`src/rtl/gifp_pkg.sv`:
```
// ============================================================================
// GIF code packer package
// Shared constants and the code word handed from the packer to the serializer.
// ============================================================================
package gifp_pkg;

    // Configuration register: GIF minimum code size
    localparam int unsigned CODE_SIZE_W = 4;
    localparam logic [CODE_SIZE_W-1:0] CODE_SIZE_RESET = 4'd8;
    localparam logic [CODE_SIZE_W-1:0] CODE_SIZE_MIN   = 4'd2;
    localparam logic [CODE_SIZE_W-1:0] CODE_SIZE_MAX   = 4'd8;

    // Field widths
    localparam int unsigned PIXEL_W = 8;
    localparam int unsigned BYTE_W  = 8;
    localparam int unsigned FILL_W  = 8;

    // Widest code (b = 8) and the bit assembly area for one pixel
    localparam int unsigned CODE_W  = 9;
    localparam int unsigned ACC_W   = 56;
    localparam int unsigned POS_W   = 6;
    localparam int unsigned PAD_BITS = 7;

    // At most five bytes leave for one pixel: seven leftover bits, one clear
    // code, the pixel code, the end code and the padding make 41 bits.
    localparam int unsigned WORD_BYTES = 5;
    localparam int unsigned WORD_W     = WORD_BYTES * BYTE_W;
    localparam int unsigned NBYTES_W   = 3;

    // Default sub-block size
    localparam int unsigned SUBBLOCK_BYTES_DEFAULT = 255;

    // Code bits of one pixel, ready to be sent out byte by byte
    typedef struct packed {
        logic [WORD_W-1:0]   bits;
        logic [NBYTES_W-1:0] nbytes;
        logic                last;
    } gifp_word_t;

endpackage

```
`src/rtl/gifp_packer.sv`:
```
// ============================================================================
// GIF code packer: bit assembly stage
// Builds the clear, pixel and end codes of one pixel, LSB-first, on top of the
// bits left over from the previous pixel, and registers the whole bytes.
// ============================================================================
module gifp_packer
(
    input  logic                               clk,
    input  logic                               rst_n,
    input  logic [gifp_pkg::CODE_SIZE_W-1:0]   min_code_bits,
    input  logic                               s_axis_tvalid,
    output logic                               s_axis_tready,
    input  logic [gifp_pkg::PIXEL_W-1:0]       s_axis_tdata,
    input  logic                               s_axis_tlast,
    output logic                               word_valid,
    input  logic                               word_ready,
    output gifp_pkg::gifp_word_t               word
);

    // Running stream state
    logic [gifp_pkg::BYTE_W-1:0]   left_reg, left_next;
    logic [2:0]                    left_cnt_reg, left_cnt_next;
    logic [gifp_pkg::FILL_W-1:0]   clr_cnt_reg, clr_cnt_next;

    // Output word register
    logic                          pend_valid_reg, pend_valid_next;
    gifp_pkg::gifp_word_t          pend_reg, pend_next;

    // Code size derived values
    logic [gifp_pkg::CODE_SIZE_W-1:0] b;
    logic [gifp_pkg::CODE_SIZE_W-1:0] w;
    logic [gifp_pkg::CODE_W-1:0]      clear_code;
    logic [gifp_pkg::CODE_W-1:0]      eoi_code;
    logic [gifp_pkg::CODE_W-1:0]      mask;
    logic [gifp_pkg::FILL_W-1:0]      limit;

    // Clear countdown
    logic [gifp_pkg::FILL_W-1:0]   cnt1, cnt_a, cnt2;
    logic                          clr1, clr2;

    // Bit assembly
    logic [gifp_pkg::ACC_W-1:0]    acc;
    logic [gifp_pkg::ACC_W-1:0]    tail;
    logic [gifp_pkg::POS_W-1:0]    pos;
    logic [gifp_pkg::NBYTES_W-1:0] nbytes;

    logic accept;

    assign s_axis_tready = !pend_valid_reg || word_ready;
    assign accept        = s_axis_tvalid && s_axis_tready;

    // Clamp the code size and derive the special codes.
    always_comb
    begin
        b = min_code_bits;
        if (b < gifp_pkg::CODE_SIZE_MIN)
        begin
            b = gifp_pkg::CODE_SIZE_MIN;
        end
        if (b > gifp_pkg::CODE_SIZE_MAX)
        begin
            b = gifp_pkg::CODE_SIZE_MAX;
        end
        w          = b + 4'd1;
        clear_code = 9'd1 << b;
        eoi_code   = clear_code + 9'd1;
        mask       = clear_code - 9'd1;
        limit      = gifp_pkg::FILL_W'(clear_code - 9'd2);
    end

    // A clear code is due when the countdown reaches zero; the end code of the
    // last pixel counts as a second code.
    always_comb
    begin
        cnt1  = clr_cnt_reg - 8'd1;
        clr1  = (cnt1 == '0);
        cnt_a = clr1 ? limit : cnt1;
        cnt2  = cnt_a - 8'd1;
        clr2  = (cnt2 == '0);
    end

    // Place the codes one after the other above the leftover bits.
    always_comb
    begin
        acc = gifp_pkg::ACC_W'(left_reg);
        pos = {3'b000, left_cnt_reg};
        if (clr1)
        begin
            acc = acc | (gifp_pkg::ACC_W'(clear_code) << pos);
            pos = pos + {2'b00, w};
        end
        acc = acc | (gifp_pkg::ACC_W'(s_axis_tdata & mask[gifp_pkg::PIXEL_W-1:0]) << pos);
        pos = pos + {2'b00, w};
        if (s_axis_tlast)
        begin
            if (clr2)
            begin
                acc = acc | (gifp_pkg::ACC_W'(clear_code) << pos);
                pos = pos + {2'b00, w};
            end
            acc = acc | (gifp_pkg::ACC_W'(eoi_code) << pos);
            pos = pos + {2'b00, w} + gifp_pkg::POS_W'(gifp_pkg::PAD_BITS);
        end
        nbytes = pos[gifp_pkg::POS_W-1:3];
        tail   = acc >> {nbytes, 3'b000};
    end

    // Next state of the stream and of the word register.
    always_comb
    begin
        left_next       = left_reg;
        left_cnt_next   = left_cnt_reg;
        clr_cnt_next    = clr_cnt_reg;
        pend_valid_next = pend_valid_reg && !word_ready;
        pend_next       = pend_reg;
        if (accept)
        begin
            if (s_axis_tlast)
            begin
                left_next     = '0;
                left_cnt_next = '0;
                clr_cnt_next  = 8'd1;
            end
            else
            begin
                left_next     = tail[gifp_pkg::BYTE_W-1:0];
                left_cnt_next = pos[2:0];
                clr_cnt_next  = cnt_a;
            end
            pend_valid_next = (nbytes != '0);
            pend_next.bits   = acc[gifp_pkg::WORD_W-1:0];
            pend_next.nbytes = nbytes;
            pend_next.last   = s_axis_tlast;
        end
    end

    // Control state
    always_ff @(posedge clk or negedge rst_n)
    begin
        if (!rst_n)
        begin
            left_reg       <= '0;
            left_cnt_reg   <= '0;
            clr_cnt_reg    <= 8'd1;
            pend_valid_reg <= 1'b0;
        end
        else
        begin
            left_reg       <= left_next;
            left_cnt_reg   <= left_cnt_next;
            clr_cnt_reg    <= clr_cnt_next;
            pend_valid_reg <= pend_valid_next;
        end
    end

    // Payload
    always_ff @(posedge clk)
    begin
        pend_reg <= pend_next;
    end

    assign word_valid = pend_valid_reg;
    assign word       = pend_reg;

endmodule

```
`src/rtl/gifp_serializer.sv`:
```
// ============================================================================
// GIF code packer: byte serializer
// Sends the bytes of each code word one per cycle while m_axis_tready is high, and
// marks sub-block ends and the end of the image.
// ============================================================================
module gifp_serializer
#(
    parameter int unsigned SUBBLOCK_BYTES = gifp_pkg::SUBBLOCK_BYTES_DEFAULT
)
(
    input  logic                  clk,
    input  logic                  rst_n,
    input  logic                  word_valid,
    output logic                  word_ready,
    input  gifp_pkg::gifp_word_t  word,
    output logic                  m_axis_tvalid,
    input  logic                  m_axis_tready,
    output logic [15:0]           m_axis_tdata,   // out_byte[7:0], block_length[15:8]
    output logic                  m_axis_tuser,   // closes_block
    output logic                  m_axis_tlast    // image_done
);

    localparam logic [gifp_pkg::FILL_W-1:0] SUB_LEN = gifp_pkg::FILL_W'(SUBBLOCK_BYTES);

    logic [gifp_pkg::WORD_W-1:0]   sh_reg, sh_next;
    logic [gifp_pkg::NBYTES_W-1:0] cnt_reg, cnt_next;
    logic                          last_reg, last_next;
    logic [gifp_pkg::FILL_W-1:0]   fill_reg, fill_next;

    logic                          take;
    logic                          final_byte;
    logic                          closes;
    logic [gifp_pkg::FILL_W-1:0]   fill_inc;

    assign m_axis_tvalid = (cnt_reg != '0);
    assign take          = m_axis_tvalid && m_axis_tready;
    assign word_ready    = (cnt_reg == '0) || ((cnt_reg == 3'd1) && m_axis_tready);

    // Sub-block bookkeeping for the byte on the output.
    always_comb
    begin
        fill_inc   = fill_reg + 8'd1;
        final_byte = last_reg && (cnt_reg == 3'd1);
        closes     = (fill_inc >= SUB_LEN) || final_byte;
    end

    assign m_axis_tdata = {closes ? fill_inc : 8'd0, sh_reg[gifp_pkg::BYTE_W-1:0]};
    assign m_axis_tuser = closes;
    assign m_axis_tlast = final_byte;

    // Shift out one byte per handshake and load the next word when empty or as the last byte is taken.
    always_comb
    begin
        sh_next   = sh_reg;
        cnt_next  = cnt_reg;
        last_next = last_reg;
        fill_next = fill_reg;
        if (take)
        begin
            sh_next   = sh_reg >> gifp_pkg::BYTE_W;
            cnt_next  = cnt_reg - 3'd1;
            fill_next = closes ? '0 : fill_inc;
        end
        if (word_ready && word_valid)
        begin
            sh_next   = word.bits;
            cnt_next  = word.nbytes;
            last_next = word.last;
        end
    end

    // Control state
    always_ff @(posedge clk or negedge rst_n)
    begin
        if (!rst_n)
        begin
            cnt_reg  <= '0;
            last_reg <= 1'b0;
            fill_reg <= '0;
        end
        else
        begin
            cnt_reg  <= cnt_next;
            last_reg <= last_next;
            fill_reg <= fill_next;
        end
    end

    // Payload
    always_ff @(posedge clk)
    begin
        sh_reg <= sh_next;
    end

endmodule

```
`src/rtl/gif_uncompressed_code_packer.sv`:
```
// ============================================================================
// GIF uncompressed code packer
// Turns palette index pixels into a GIF code stream of literal, clear and end codes only.
// ============================================================================
// Output: a pixel's first byte is offered in the cycle after the serializer accepts
// the pixel's word. Throughput: one output byte per cycle while m_axis_tready is high;
// the single byte-wide output port bounds the pixel rate (up to five bytes on the
// last pixel).
// Reset: asynchronous, active low; code size returns to 8, stream state to start.
module gif_uncompressed_code_packer
#(
    parameter int unsigned SUBBLOCK_BYTES = gifp_pkg::SUBBLOCK_BYTES_DEFAULT
)
(
    input  logic                              clk,
    input  logic                              rst_n,
    input  logic                              cfg_we,
    input  logic [gifp_pkg::CODE_SIZE_W-1:0]  cfg_wdata,      // min_code_bits
    input  logic                              s_axis_tvalid,
    output logic                              s_axis_tready,
    input  logic [7:0]                        s_axis_tdata,   // pixel[7:0]
    input  logic                              s_axis_tlast,   // last_pixel
    output logic                              m_axis_tvalid,
    input  logic                              m_axis_tready,
    output logic [15:0]                       m_axis_tdata,   // out_byte[7:0], block_length[15:8]
    output logic                              m_axis_tuser,   // closes_block
    output logic                              m_axis_tlast    // image_done
);

    logic [gifp_pkg::CODE_SIZE_W-1:0] code_size_reg;
    logic                             word_valid;
    logic                             word_ready;
    gifp_pkg::gifp_word_t             word;

    // Minimum code size register
    always_ff @(posedge clk or negedge rst_n)
    begin
        if (!rst_n)
        begin
            code_size_reg <= gifp_pkg::CODE_SIZE_RESET;
        end
        else if (cfg_we)
        begin
            code_size_reg <= cfg_wdata;
        end
    end

    // Code assembly
    gifp_packer u_packer
    (
        .clk           (clk),
        .rst_n         (rst_n),
        .min_code_bits (code_size_reg),
        .s_axis_tvalid (s_axis_tvalid),
        .s_axis_tready (s_axis_tready),
        .s_axis_tdata  (s_axis_tdata),
        .s_axis_tlast  (s_axis_tlast),
        .word_valid    (word_valid),
        .word_ready    (word_ready),
        .word          (word)
    );

    // Byte output
    gifp_serializer #(
        .SUBBLOCK_BYTES (SUBBLOCK_BYTES)
    ) u_serializer
    (
        .clk           (clk),
        .rst_n         (rst_n),
        .word_valid    (word_valid),
        .word_ready    (word_ready),
        .word          (word),
        .m_axis_tvalid (m_axis_tvalid),
        .m_axis_tready (m_axis_tready),
        .m_axis_tdata  (m_axis_tdata),
        .m_axis_tuser  (m_axis_tuser),
        .m_axis_tlast  (m_axis_tlast)
    );

    // The final byte of an image always closes its sub-block.
    a_done_closes: assert property (@(posedge clk) disable iff (!rst_n)
        m_axis_tvalid && m_axis_tlast |-> m_axis_tuser)
        else $error("image end without sub-block close");

    // A closing byte carries a nonzero length, any other byte a zero length.
    a_len_nonzero: assert property (@(posedge clk) disable iff (!rst_n)
        m_axis_tvalid && m_axis_tuser |-> m_axis_tdata[15:8] != 8'd0)
        else $error("sub-block closed with zero length");

    a_len_zero: assert property (@(posedge clk) disable iff (!rst_n)
        m_axis_tvalid && !m_axis_tuser |-> m_axis_tdata[15:8] == 8'd0)
        else $error("length reported on a byte that does not close a sub-block");

    // After the image ends, the next byte starts a fresh sub-block.
    a_fresh_block: assert property (@(posedge clk) disable iff (!rst_n)
        m_axis_tvalid && m_axis_tready && m_axis_tlast ##1 m_axis_tvalid && m_axis_tuser
        |-> m_axis_tdata[15:8] == 8'd1 || m_axis_tlast || SUBBLOCK_BYTES == 1)
        else $error("sub-block count not restarted after image end");

endmodule
```
`config.mk`:
```
export PLATFORM = sky130hd
export DESIGN_NAME = gif_uncompressed_code_packer
export DESIGN_NICKNAME = d
export VERILOG_FILES = /design/src/rtl/gifp_pkg.sv /design/src/rtl/gifp_packer.sv /design/src/rtl/gifp_serializer.sv /design/src/rtl/gif_uncompressed_code_packer.sv
export SDC_FILE = /design/constraint.sdc
export NUM_CORES = 1
export LEC_CHECK = 0
export BUFFER_PORTS_ARGS = -buffer_cell sky130_fd_sc_hd__clkbuf_2
export CELL_PAD_IN_SITES_DETAIL_PLACEMENT = 1
export CELL_PAD_IN_SITES_GLOBAL_PLACEMENT = 2
export CORE_ASPECT_RATIO = 0.6
export CORE_MARGIN = 2
export CORE_UTILIZATION = 39
export DETAILED_ROUTE_END_ITERATION = 8
export PLACE_DENSITY = 0.88
export SETUP_SLACK_MARGIN = 0.4
export SLEW_MARGIN = 10
export SYNTH_ARGS = -nofsm -noshare
export SYNTH_HDL_FRONTEND = slang
export SYNTH_SLANG_ARGS = --single-unit
```
`constraint.sdc`:
```
create_clock -name clk -period 9.8 [get_ports clk]
set_input_delay 1.47 -clock clk [delete_from_list [all_inputs] [get_ports clk]]
set_output_delay 1.47 -clock clk [all_outputs]
set_load 0.05 [all_outputs]
```
; Word-level counts from Yosys, hierarchy flattened
; Index checks and enable logic that the tools add are counted.
[word_totals]
regBits = 120
out_inout_bits = 20
input_bits = 18
[op_classes]
mux = 21
n_bitwise = 5
n_eq_ne = 1
n_addsub = 13
order_cmp = 3
shifts = 6
reduce_logical = 17
[ops]
columns = op, n
row1 = $mux W56, 4
row2 = $or A56 B56 Y56, 3
row3 = $shl A9 B6 Y56, 2
row4 = $mux W40, 2
row5 = $or A8 B56 Y56, 1
row6 = $shl A56 B6 Y56, 1
row7 = $shl A9 B3 Y56, 1
row8 = $shr A56 B6 Y8, 1
row9 = $mux W8, 5
row10 = $mux W6, 4
row11 = $sub A8 B1 Y8 const B, 3
row12 = $add A6 B4 Y6, 3
row13 = $logic_not A8 Y1, 2
row14 = $add A9 B1 Y9 const B, 1
row15 = $mux W3, 3
row16 = $shl A1 B4 Y9 const A, 1
row17 = $add A8 B1 Y8 const B, 1
row18 = $and A8 B8 Y8, 1
row19 = $ge A8 B8 Y1 const B, 1
row20 = $mux W4, 2
row21 = $sub A8 B2 Y8 const B, 1
row22 = $add A6 B3 Y6 const B, 1
row23 = $logic_and A1 B1 Y1, 6
row24 = $reduce_bool A3 Y1, 2
row25 = 11 further kinds, 14

; Logic depth before layout (Yosys ltp)
; Gate-level depths: netlist (run 1).
[depth]
ltp_word = 16
depth_mapped = 42

; By module
; A second synthesis (run 1) with hierarchy kept.
[unflattened]
cells_unflattened = 1162
hier_area_um2 = 10073.4
[by_module_without_submodules]
columns = mod, seq_area_each_um2, n_inst, area_each_um2, cells_each
row1 = gifp_packer, 1823.0, 1, 7403.4, 959
row2 = gifp_serializer, 1501.4, 1, 2523.7, 195
row3 = gif_uncompressed_code_packer, 101.3, 1, 146.4, 8

; Worst setup path before layout (run 1)
; No wires, ideal clock.
[synth_path]
kind = reg2reg
start = register code_size_reg[3] (netlist name)
end = register u_packer.left_reg[4] (netlist name)
stages_incl_launch_ff = 43
arrival_time_ns = 8.485
synth_period_minus_slack_ns = 8.629
setup_slack_ns = 1.171
n_path_buf = 7
setup_time_ns = 0.144
required_ns = 9.656
path_cell_list = dfstp_2 > clkbuf_1 > clkbuf_1 > clkbuf_1 > a21o_1 > inv_1 > ha_1 > ha_1 > inv_1 > ha_1 > xnor2_1 > nand3_1 > and2_1 > clkinv_1 > clkbuf_1 > ha_1 > a21oi_1 > o21ai_0 > (+7 left out) > inv_1 > clkbuf_1 > buf_2 > ha_1 > ha_1 > and2_1 > o311ai_0 > a21boi_0 > nor2_1 > nor4_1 > a311o_1 > or2_1 > inv_2 > or3_1 > o22ai_1 > nor2b_1 > a311oi_1 > a41oi_1
[synth_between]
elab_chain_cells = 16
word_cells_on_any_way = 36
classes_between = add/sub (10) / order compare (2) / shift (6) / mux (12) / bitwise (5) / reduce/logical (1)
[synth_lines]
columns = item, line_no
row1 = start: declaration, gif_uncompressed_code_packer.sv:30  ; logic [gifp_pkg::CODE_SIZE_W-1:0] code_size_reg;
row2 = start signal: assignment, gif_uncompressed_code_packer.sv:40  ; code_size_reg <= gifp_pkg::CODE_SIZE_RESET;
row3 = start signal: assignment, gif_uncompressed_code_packer.sv:44  ; code_size_reg <= cfg_wdata;
row4 = $lt A4 B2 Y1, gifp_packer.sv:56  ; if (b < gifp_pkg::CODE_SIZE_MIN)
row5 = $mux W4 (*), gifp_packer.sv:56
row6 = $gt A4 B4 Y1, gifp_packer.sv:60  ; if (b > gifp_pkg::CODE_SIZE_MAX)
row7 = $mux W4 (*), gifp_packer.sv:60
row8 = $add A4 B1 Y4 / $shl A1 B4 Y9 (equally long branches), "gifp_packer.sv:64, gifp_packer.sv:65"
row9 = $add A3 B4 Y5 / $sub A8 B2 Y8 (equally long branches), "gifp_packer.sv:90, gifp_packer.sv:68"
row10 = $mux W6 / $mux W8 (equally long branches), "gifp_packer.sv:87, gifp_packer.sv:77"
row11 = $add A6 B4 Y6 / $sub A8 B1 Y8 (equally long branches), "gifp_packer.sv:93, gifp_packer.sv:78"
row12 = $add A6 B4 Y6 / $logic_not A8 Y1 (equally long branches), "gifp_packer.sv:99, gifp_packer.sv:79"
row13 = $mux W6, gifp_packer.sv:96  ; if (clr2)
row14 = $mux W6, gifp_packer.sv:94  ; if (s_axis_tlast)
row15 = $add A6 B4 Y6, gifp_packer.sv:102  ; pos = pos + {2'b00, w} + gifp_pkg::POS_W'(gifp_pkg::PAD_BITS);
row16 = $add A6 B3 Y6, gifp_packer.sv:102
row17 = $mux W6 (*), gifp_packer.sv:94
row18 = "net u_packer.pos, one bit", gifp_packer.sv:44  ; logic [gifp_pkg::POS_W-1:0] pos;
row19 = $shr A56 B6 Y8 (*), gifp_packer.sv:105  ; tail = acc >> {nbytes, 3'b000};
row20 = $mux W8 (*), gifp_packer.sv:118  ; if (s_axis_tlast)
row21 = end signal: assignment, gifp_packer.sv:149  ; left_reg <= left_next;
row22 = end: declaration, gifp_packer.sv:21  ; logic [gifp_pkg::BYTE_W-1:0] left_reg, left_next;
; Mark *: on every way through the listed nets, which the timed path passes. The rest lies on a longest branch. The select of a mux whose other input is x is not followed.
; A chain may end at the register's enable or synchronous reset.

; Worst setup path in the final report (run 1)
; Ends and elaborated chain as after synthesis.

==> impl_metrics.py, run 1 <==
metrics = {
    "status": {
        "status": "finished clean",
    },
    "yosys": {
        "synth_top_area_share_pct": 25.3,
        "synth_area_mm2": 0.00995,
        "synthCells": 1226,
        "synth_edf_count": 84,
        "synth-async-reset-ratio_pct": 30.0,
        "synth_area_per_cell_um2": 8.12,
        "ys_types": 92,
        "synth_top_cells_by_area": "edfxtp_1 25%, nand2_1 8.8%, dfrtp_1 8.5%",
        "yosys_warnings": 0,
        "syn_nets": 1281,
        "ys.flop_type": "edfxtp_1",
        "synth-seq-area-share_pct": 34.4,
        "synth_area_leader_cell": "edfxtp_1",
        "ys_ff_latch": 120,
    },
    "detailed_routing": {
        "wl_mm": 44.3,
        "first_iter_violations": 1476,
        "vias": 10200,
        "ant_nets": 0,
        "first_pass_iters": 5,
        "wl_per_cell_um": 28.1,
        "drc": 0,
        "avgViaCountPerCell": 6.49,
    },
    "timing": {
        "fin_hold_ws_ps": 452,
        "fin_crit_ps": 8930,
        "hold_violations": 0,
        "tns_ps": 0,
        "worstMarginPinSlew_ps": 1410,
        "setup_viol": 0,
        "fmaxAchievable_mhz": 112,
        "post-route-period-util_pct": 91.1,
        "finalMaxSlewViolations": 0,
        "rsz0062_at_grt": "false",
        "skew_ps": 16.6,
        "relSlewSlack_pct": 4.80,
    },
    "power_and_ir_drop": {
        "peakVddDrop_mv": 0.286,
        "finalPower_w": 0.00483,
        "p_leak_nw": 4.45,
        "pwr_density_cell_mw_per_mm2": 435,
    },
    "cells_and_area": {
        "drive_above_1_share_pct": 12.1,
        "largest_register_ffs": 44,
        "finalNonFillerCells": 1576,
        "area_growth_pct": 11.6,
        "fin_nets": 1288,
        "final_util_pct": 44.1,
    },
    "global_route": {
        "grt_max_degree": 56,
        "antenna_found_initial": 1,
        "grt_use_total_pct": 33.4,
        "grt_overflow": 0,
        "grt_pass1_vias": 9721,
        "grt_pass1_wl_mm": 65.2,
    },
    "die": {
        "fp.dieH_um": 128,
        "initial_utilization_pct": 39.5,
        "coreArea_mm2": 0.0252,
        "die-width_um": 210,
        "rows": 45,
        "pin_count": 38,
        "die-area_mm2": 0.0269,
    },
    "setup_path": {
        "rrSetupSlack_ps": 870,
        "slowest_delay_ps": 520,
        "worstSetupPathType": "flip-flop to flip-flop",
        "crit_arrival_ps": 9290,
        "worst_setup_path_end_kind": "flip-flop",
        "worst-path-max-fanout": 32,
        "crit_required_ps": 10160,
        "critPathMostFrequentCell": "ha_1",
        "crit_slowest_cell": "dfstp_2",
        "cp-start-kind": "flip-flop",
    },
    "clocking": {
        "clkTransAtPathRegs_ps": 60,
        "cts_hold_buf": 0,
        "clockBufferDepth": 2,
        "clk_latency_ps": 450,
        "cts_tree": "done",
        "root_buffer": "clkbuf_16",
        "cts_sinks": 120,
        "numCtsBuffers": 17,
        "cts_max_level": 4,
    },
    "placement": {
        "placedCellCount": 1540,
        "dp_hpwl_mm": 34.0,
        "gp_congestion": 1.03,
        "io_buffer_count": 37,
    },
    "run": {
        "timing.max_cap.violations": 0,
    },
    "min_path": {
        "hp-class": "flip-flop to flip-flop",
    },
}
per-stage QoR:
| stage | cell area (um2) | worst slack [ps] |
|---|---|---|
| CTS | 11100 | 605 |
| global route | 11100 | 424 |
| detailed placement | 10400 | 673 |
| global placement | 10400 | 984 |
| finish | 11100 | 873 |
| floorplan | 9950 | 1170 |
final timing paths:
path                                             to  cells after the start        startpoint
setup reg to reg               u_packer.left_reg[4]                     36  code_size_reg[3]
max in group asynchronous  u_serializer.fill_reg[1]                      2             rst_n
min in group asynchronous          code_size_reg[1]                      2             rst_n
hold / removal                u_serializer.last_reg                      2  u_packer.word[0]
hold reg to reg               u_serializer.last_reg                      2  u_packer.word[0]
setup / recovery               u_packer.left_reg[4]                     36  code_size_reg[3]
placed cells by master, fill, tap and decap left out, types with 17 or more instances in the layout:
cell / count
nand3_1: 43
and2_1: 18
clkbuf_16: 17
buf_4: 28
ha_1: 34
a21oi_1: 63
nand2_1: 233
inv_1: 41
nor2_1: 113
dfrtp_1: 34
xnor2_1: 17
o21ai_0: 75
nor3_1: 30
edfxtp_1: 84
clkbuf_2: 37
mux2_2: 17
o22ai_1: 23
mux2i_1: 34
metal layers:
layer	track usage [%]	wire, um
met4	6.22	546
met5	0	90
met1	50.2	21100
met2	41.5	16100
met3	16.8	6460
where the power goes:
group          internal [W]  switching (W)  total, W
clock              0.000462       0.000246  0.000708
combinational      0.000946        0.00227   0.00322
sequential         0.000800       0.000108  0.000908
Yosys cell counts, types with 5 or more instances:
cell,n
mux2_2,17
xor2_1,5
a31oi_1,16
xnor2_1,17
a221oi_1,9
buf_2,8
o22a_1,9
or3_1,14
a221o_1,5
and2_1,19
nor3_1,31
clkbuf_1,53
nor2_1,115
nand2b_1,5
o221ai_1,7
mux2i_1,34
nor3b_1,5
a22oi_1,8
a21oi_1,63
o211ai_1,15
nor2b_1,7
o21ai_0,75
ha_1,34
nand2_1,233
nand3_1,43
buf_1,5
nand4_1,7
o22ai_1,23
and3_1,15
o21ai_1,5
o31ai_1,16
buf_4,9
o21a_1,7
a21o_1,16
inv_1,42
a2111oi_0,5
dfrtp_1,34
clkinv_1,5
edfxtp_1,84
nor4_1,6
a211oi_1,6
cells by family (layout without fill, tap and decap cells):
group                    after synthesis  in the layout  share of synthesized area (%)
flip-flops                           120            120                           34.4
other                                  0              1                              0
multiplexers                          54             54                           5.87
AND/OR/NAND/NOR                      524            524                           23.9
buffers and inverters                128            148                           5.49
AO/OA/AOI/OAI                        340            340                           23.3
XOR/XNOR                              23             23                           2.10
adder cells (fa/ha/maj)               37             37                           4.88
timing repair:
item,CTS,global route
resized for setup,0,5
endpoints found under the setup margin,0,9
setup buffers,0,3
final cells by class:
| cell class | instances | area [um2] |
|---|---|---|
| fill | 3009 | 14100 |
| multi-input combinational | 978 | 6000 |
| sequential | 120 | 3430 |
| clock buffer | 19 | 453 |
| timing repair buffer | 66 | 415 |
| tap | 329 | 412 |
| clock inverter | 13 | 199 |
| inverter | 50 | 195 |
| antenna | 1 | 2.50 |
critical path, delay by kind of cell (launching register included):
kind,cells,cell delay (ps)
adders and majority gates,7,2320
and+or+nand+nor,9,2320
AOI/OAI and AO/OA,9,1830
buffers and inverters,7,1190
DFF,1,520
xor gates and xnor gates,2,330
muxes,2,330
(Power assumes the default switching activity.)
==> inputs of run 2 (changes only) <==
Settings changed: CORE_UTILIZATION 39 to 40, SYNTH_HIERARCHICAL set to 1.
==> run 2 against run 1 <==
  * Synthesized area up 1.2%
  * Synthesized cell count decreased by 5.2%
  * Clock skew fell by 6.0 ps
  * First-iteration DRC count down 18%
  * Core utilization increased by 1.4 points
  * Flip-flop and latch count unchanged
  * Global-route usage is 1.2 points lower
  * Clock-buffer cell count shrank 1
  * Worst hold slack better by 14 ps
  * Register-to-register slack improved by 270 ps
==> impl_metrics.py, run 2 <==
metrics = {
    "status": {
        "status": "finished clean",
    },
    "yosys": {
        "yosys_warnings": 6,
        "syn_nets": 1217,
        "synth_top_cells_by_area": "edfxtp_1 25%, dfrtp_1 8.4%, mux2_2 5.5%",
        "ys_ff_latch": 120,
        "synthCells": 1162,
        "synth_area_leader_cell": "edfxtp_1",
        "synth_edf_count": 84,
        "ys_top_cells_by_count": "121 x nand2_1, 113 x nor2_1, 84 x edfxtp_1",
        "synth_top_area_share_pct": 25.0,
        "synth_area_mm2": 0.0101,
        "synth-seq-area-share_pct": 34.0,
        "synth-async-reset-ratio_pct": 30.0,
        "synth_area_per_cell_um2": 8.67,
        "ys_types": 101,
        "yosysMostFrequentCell": "nand2_1",
        "ys.flop_type": "edfxtp_1",
    },
    "die": {
        "die-area_mm2": 0.0265,
        "rows": 44,
        "pin_count": 38,
        "coreArea_mm2": 0.0244,
        "fp.dieH_um": 127,
        "die-width_um": 209,
        "initial_utilization_pct": 41.2,
    },
    "global_route": {
        "grt_max_degree": 50,
        "antenna_found_initial": 0,
        "grt_overflow": 0,
        "grt_use_total_pct": 32.2,
        "grt_pass1_vias": 9609,
        "grt_pass1_wl_mm": 62.8,
    },
    "cells_and_area": {
        "finalNonFillerCells": 1500,
        "largest_register_ffs": 44,
        "layout.cell_area.non_filler_mm2": 0.0111,
        "final_common_cell": "nand2_1",
        "area_growth_pct": 10.4,
        "mostFrequentLayoutCells": "121 x nand2_1, 113 x nor2_1, 84 x edfxtp_1, 82 x a21oi_1, 74 x o21ai_0",
        "fin_nets": 1220,
        "drive_above_1_share_pct": 15.6,
        "n_antenna_cell": 0,
    },
    "clocking": {
        "cts_sinks": 120,
        "numCtsBuffers": 17,
        "cts-resized-gates": 0,
        "cts_hold_buf": 0,
        "cts_max_level": 4,
        "clk_latency_ps": 440,
        "root_buffer": "clkbuf_16",
        "clkTransAtPathRegs_ps": 60,
        "clockBufferDepth": 2,
        "cts_tree": "done",
        "post_cts_buffers": 0,
    },
    "detailed_routing": {
        "first_pass_iters": 6,
        "vias": 9855,
        "wl_per_cell_um": 28.0,
        "wl_mm": 42.0,
        "drc": 0,
        "avgViaCountPerCell": 6.57,
        "first_iter_violations": 1209,
        "ant_nets": 0,
    },
    "timing": {
        "hold_violations": 0,
        "finalMaxSlewViolations": 0,
        "post-route-period-util_pct": 88.3,
        "skew_ps": 10.5,
        "fmaxAchievable_mhz": 116,
        "worstMarginPinSlew_ps": 1270,
        "rsz0062_at_grt": "false",
        "fin_hold_ws_ps": 467,
        "relSlewSlack_pct": 14.8,
        "tns_ps": 0,
        "setup_viol": 0,
        "fin_crit_ps": 8660,
    },
    "min_path": {
        "hp-class": "flip-flop to flip-flop",
    },
    "placement": {
        "placedCellCount": 1468,
        "gp_congestion": 0.990,
        "io_buffer_count": 37,
        "dp_hpwl_mm": 32.5,
        "placed_cell_area_mm2": 0.0105,
    },
    "setup_path": {
        "worstSetupPathType": "flip-flop to flip-flop",
        "worst_setup_path_end_kind": "flip-flop",
        "cp-start-kind": "flip-flop",
        "crit_slowest_cell": "dfstp_2",
        "crit_required_ps": 10120,
        "slowest_delay_ps": 610,
        "worst-path-max-fanout": 19,
        "critPathMostFrequentCell": "ha_1",
        "crit_arrival_ps": 8980,
    },
    "run": {
        "timing.max_cap.violations": 0,
    },
}
[run 2: layout make-up]
cell class | instances | area (um2)
fill | 2870 | 13300
sequential | 120 | 3430
inverter | 55 | 208
timing repair buffer | 56 | 328
tap | 322 | 403
clock inverter | 14 | 211
clock buffer | 18 | 429
multi-input combinational | 915 | 6110
[run 2: cells by family (layout without fill, tap and decap cells)]
| family | after synthesis | after routing | synth area share [%] |
|---|---|---|---|
| simple gates | 401 | 401 | 18.5 |
| flops | 120 | 120 | 34.0 |
| fa+ha+maj | 37 | 37 | 4.82 |
| xor+xnor | 25 | 25 | 2.17 |
| mux | 84 | 84 | 9.59 |
| compound gates | 368 | 368 | 25.4 |
| buf+inv | 127 | 143 | 5.50 |
[run 2: path summary, 6_finish.rpt]
path | endpoint | from | cells after the start | slack [ps]
max | u_packer/left_reg[0] | u_packer/clr_cnt_reg[0] | 32 | 1140
max reg2reg | u_packer/left_reg[0] | u_packer/clr_cnt_reg[0] | 32 | 1140
min | u_serializer/cnt_reg[1] | u_packer/word[2] | 2 | 470
min reg2reg | u_serializer/cnt_reg[1] | u_packer/word[2] | 2 | 470
min in group asynchronous | u_packer/left_reg[4] | rst_n | 2 | 1130
max in group asynchronous | u_packer/clr_cnt_reg[3] | rst_n | 2 | 8230
[run 2: layer usage]
layer | up-vias | wire length [um] | GRT usage, % | part of all wire [%]
met1 | 4908 | 19900 | 48.2 | 47
met2 | 559 | 15500 | 40.9 | 37
met4 | 2 | 499 | 6.09 | 1.2
li1 | 4335 | - | - | -
met3 | 51 | 6080 | 15.1 | 14
met5 | - | 117 | 3.27 | 0.28
[run 2: critical path, delay by kind of cell, from the launching register on]
kind,cells,cell delay (ps)
buf+inv,9,2320
fa+ha+maj,5,1680
mux,2,650
simple gates,7,1320
flops,1,610
xor+xnor,2,310
compound gates,7,1610
[run 2: metrics by stage]
step                      utilization, %  worst slack, ps
after detailed placement            42.8             1230
final                               45.5             1140
after CTS                           45.4             1220
after floorplan                        -             1790
after global placement              42.8             1570
after global routing                45.5              582
Power of run 2 is not shown: default switching activity piles up to over one toggle a cycle in this logic, so the estimate is an artifact.
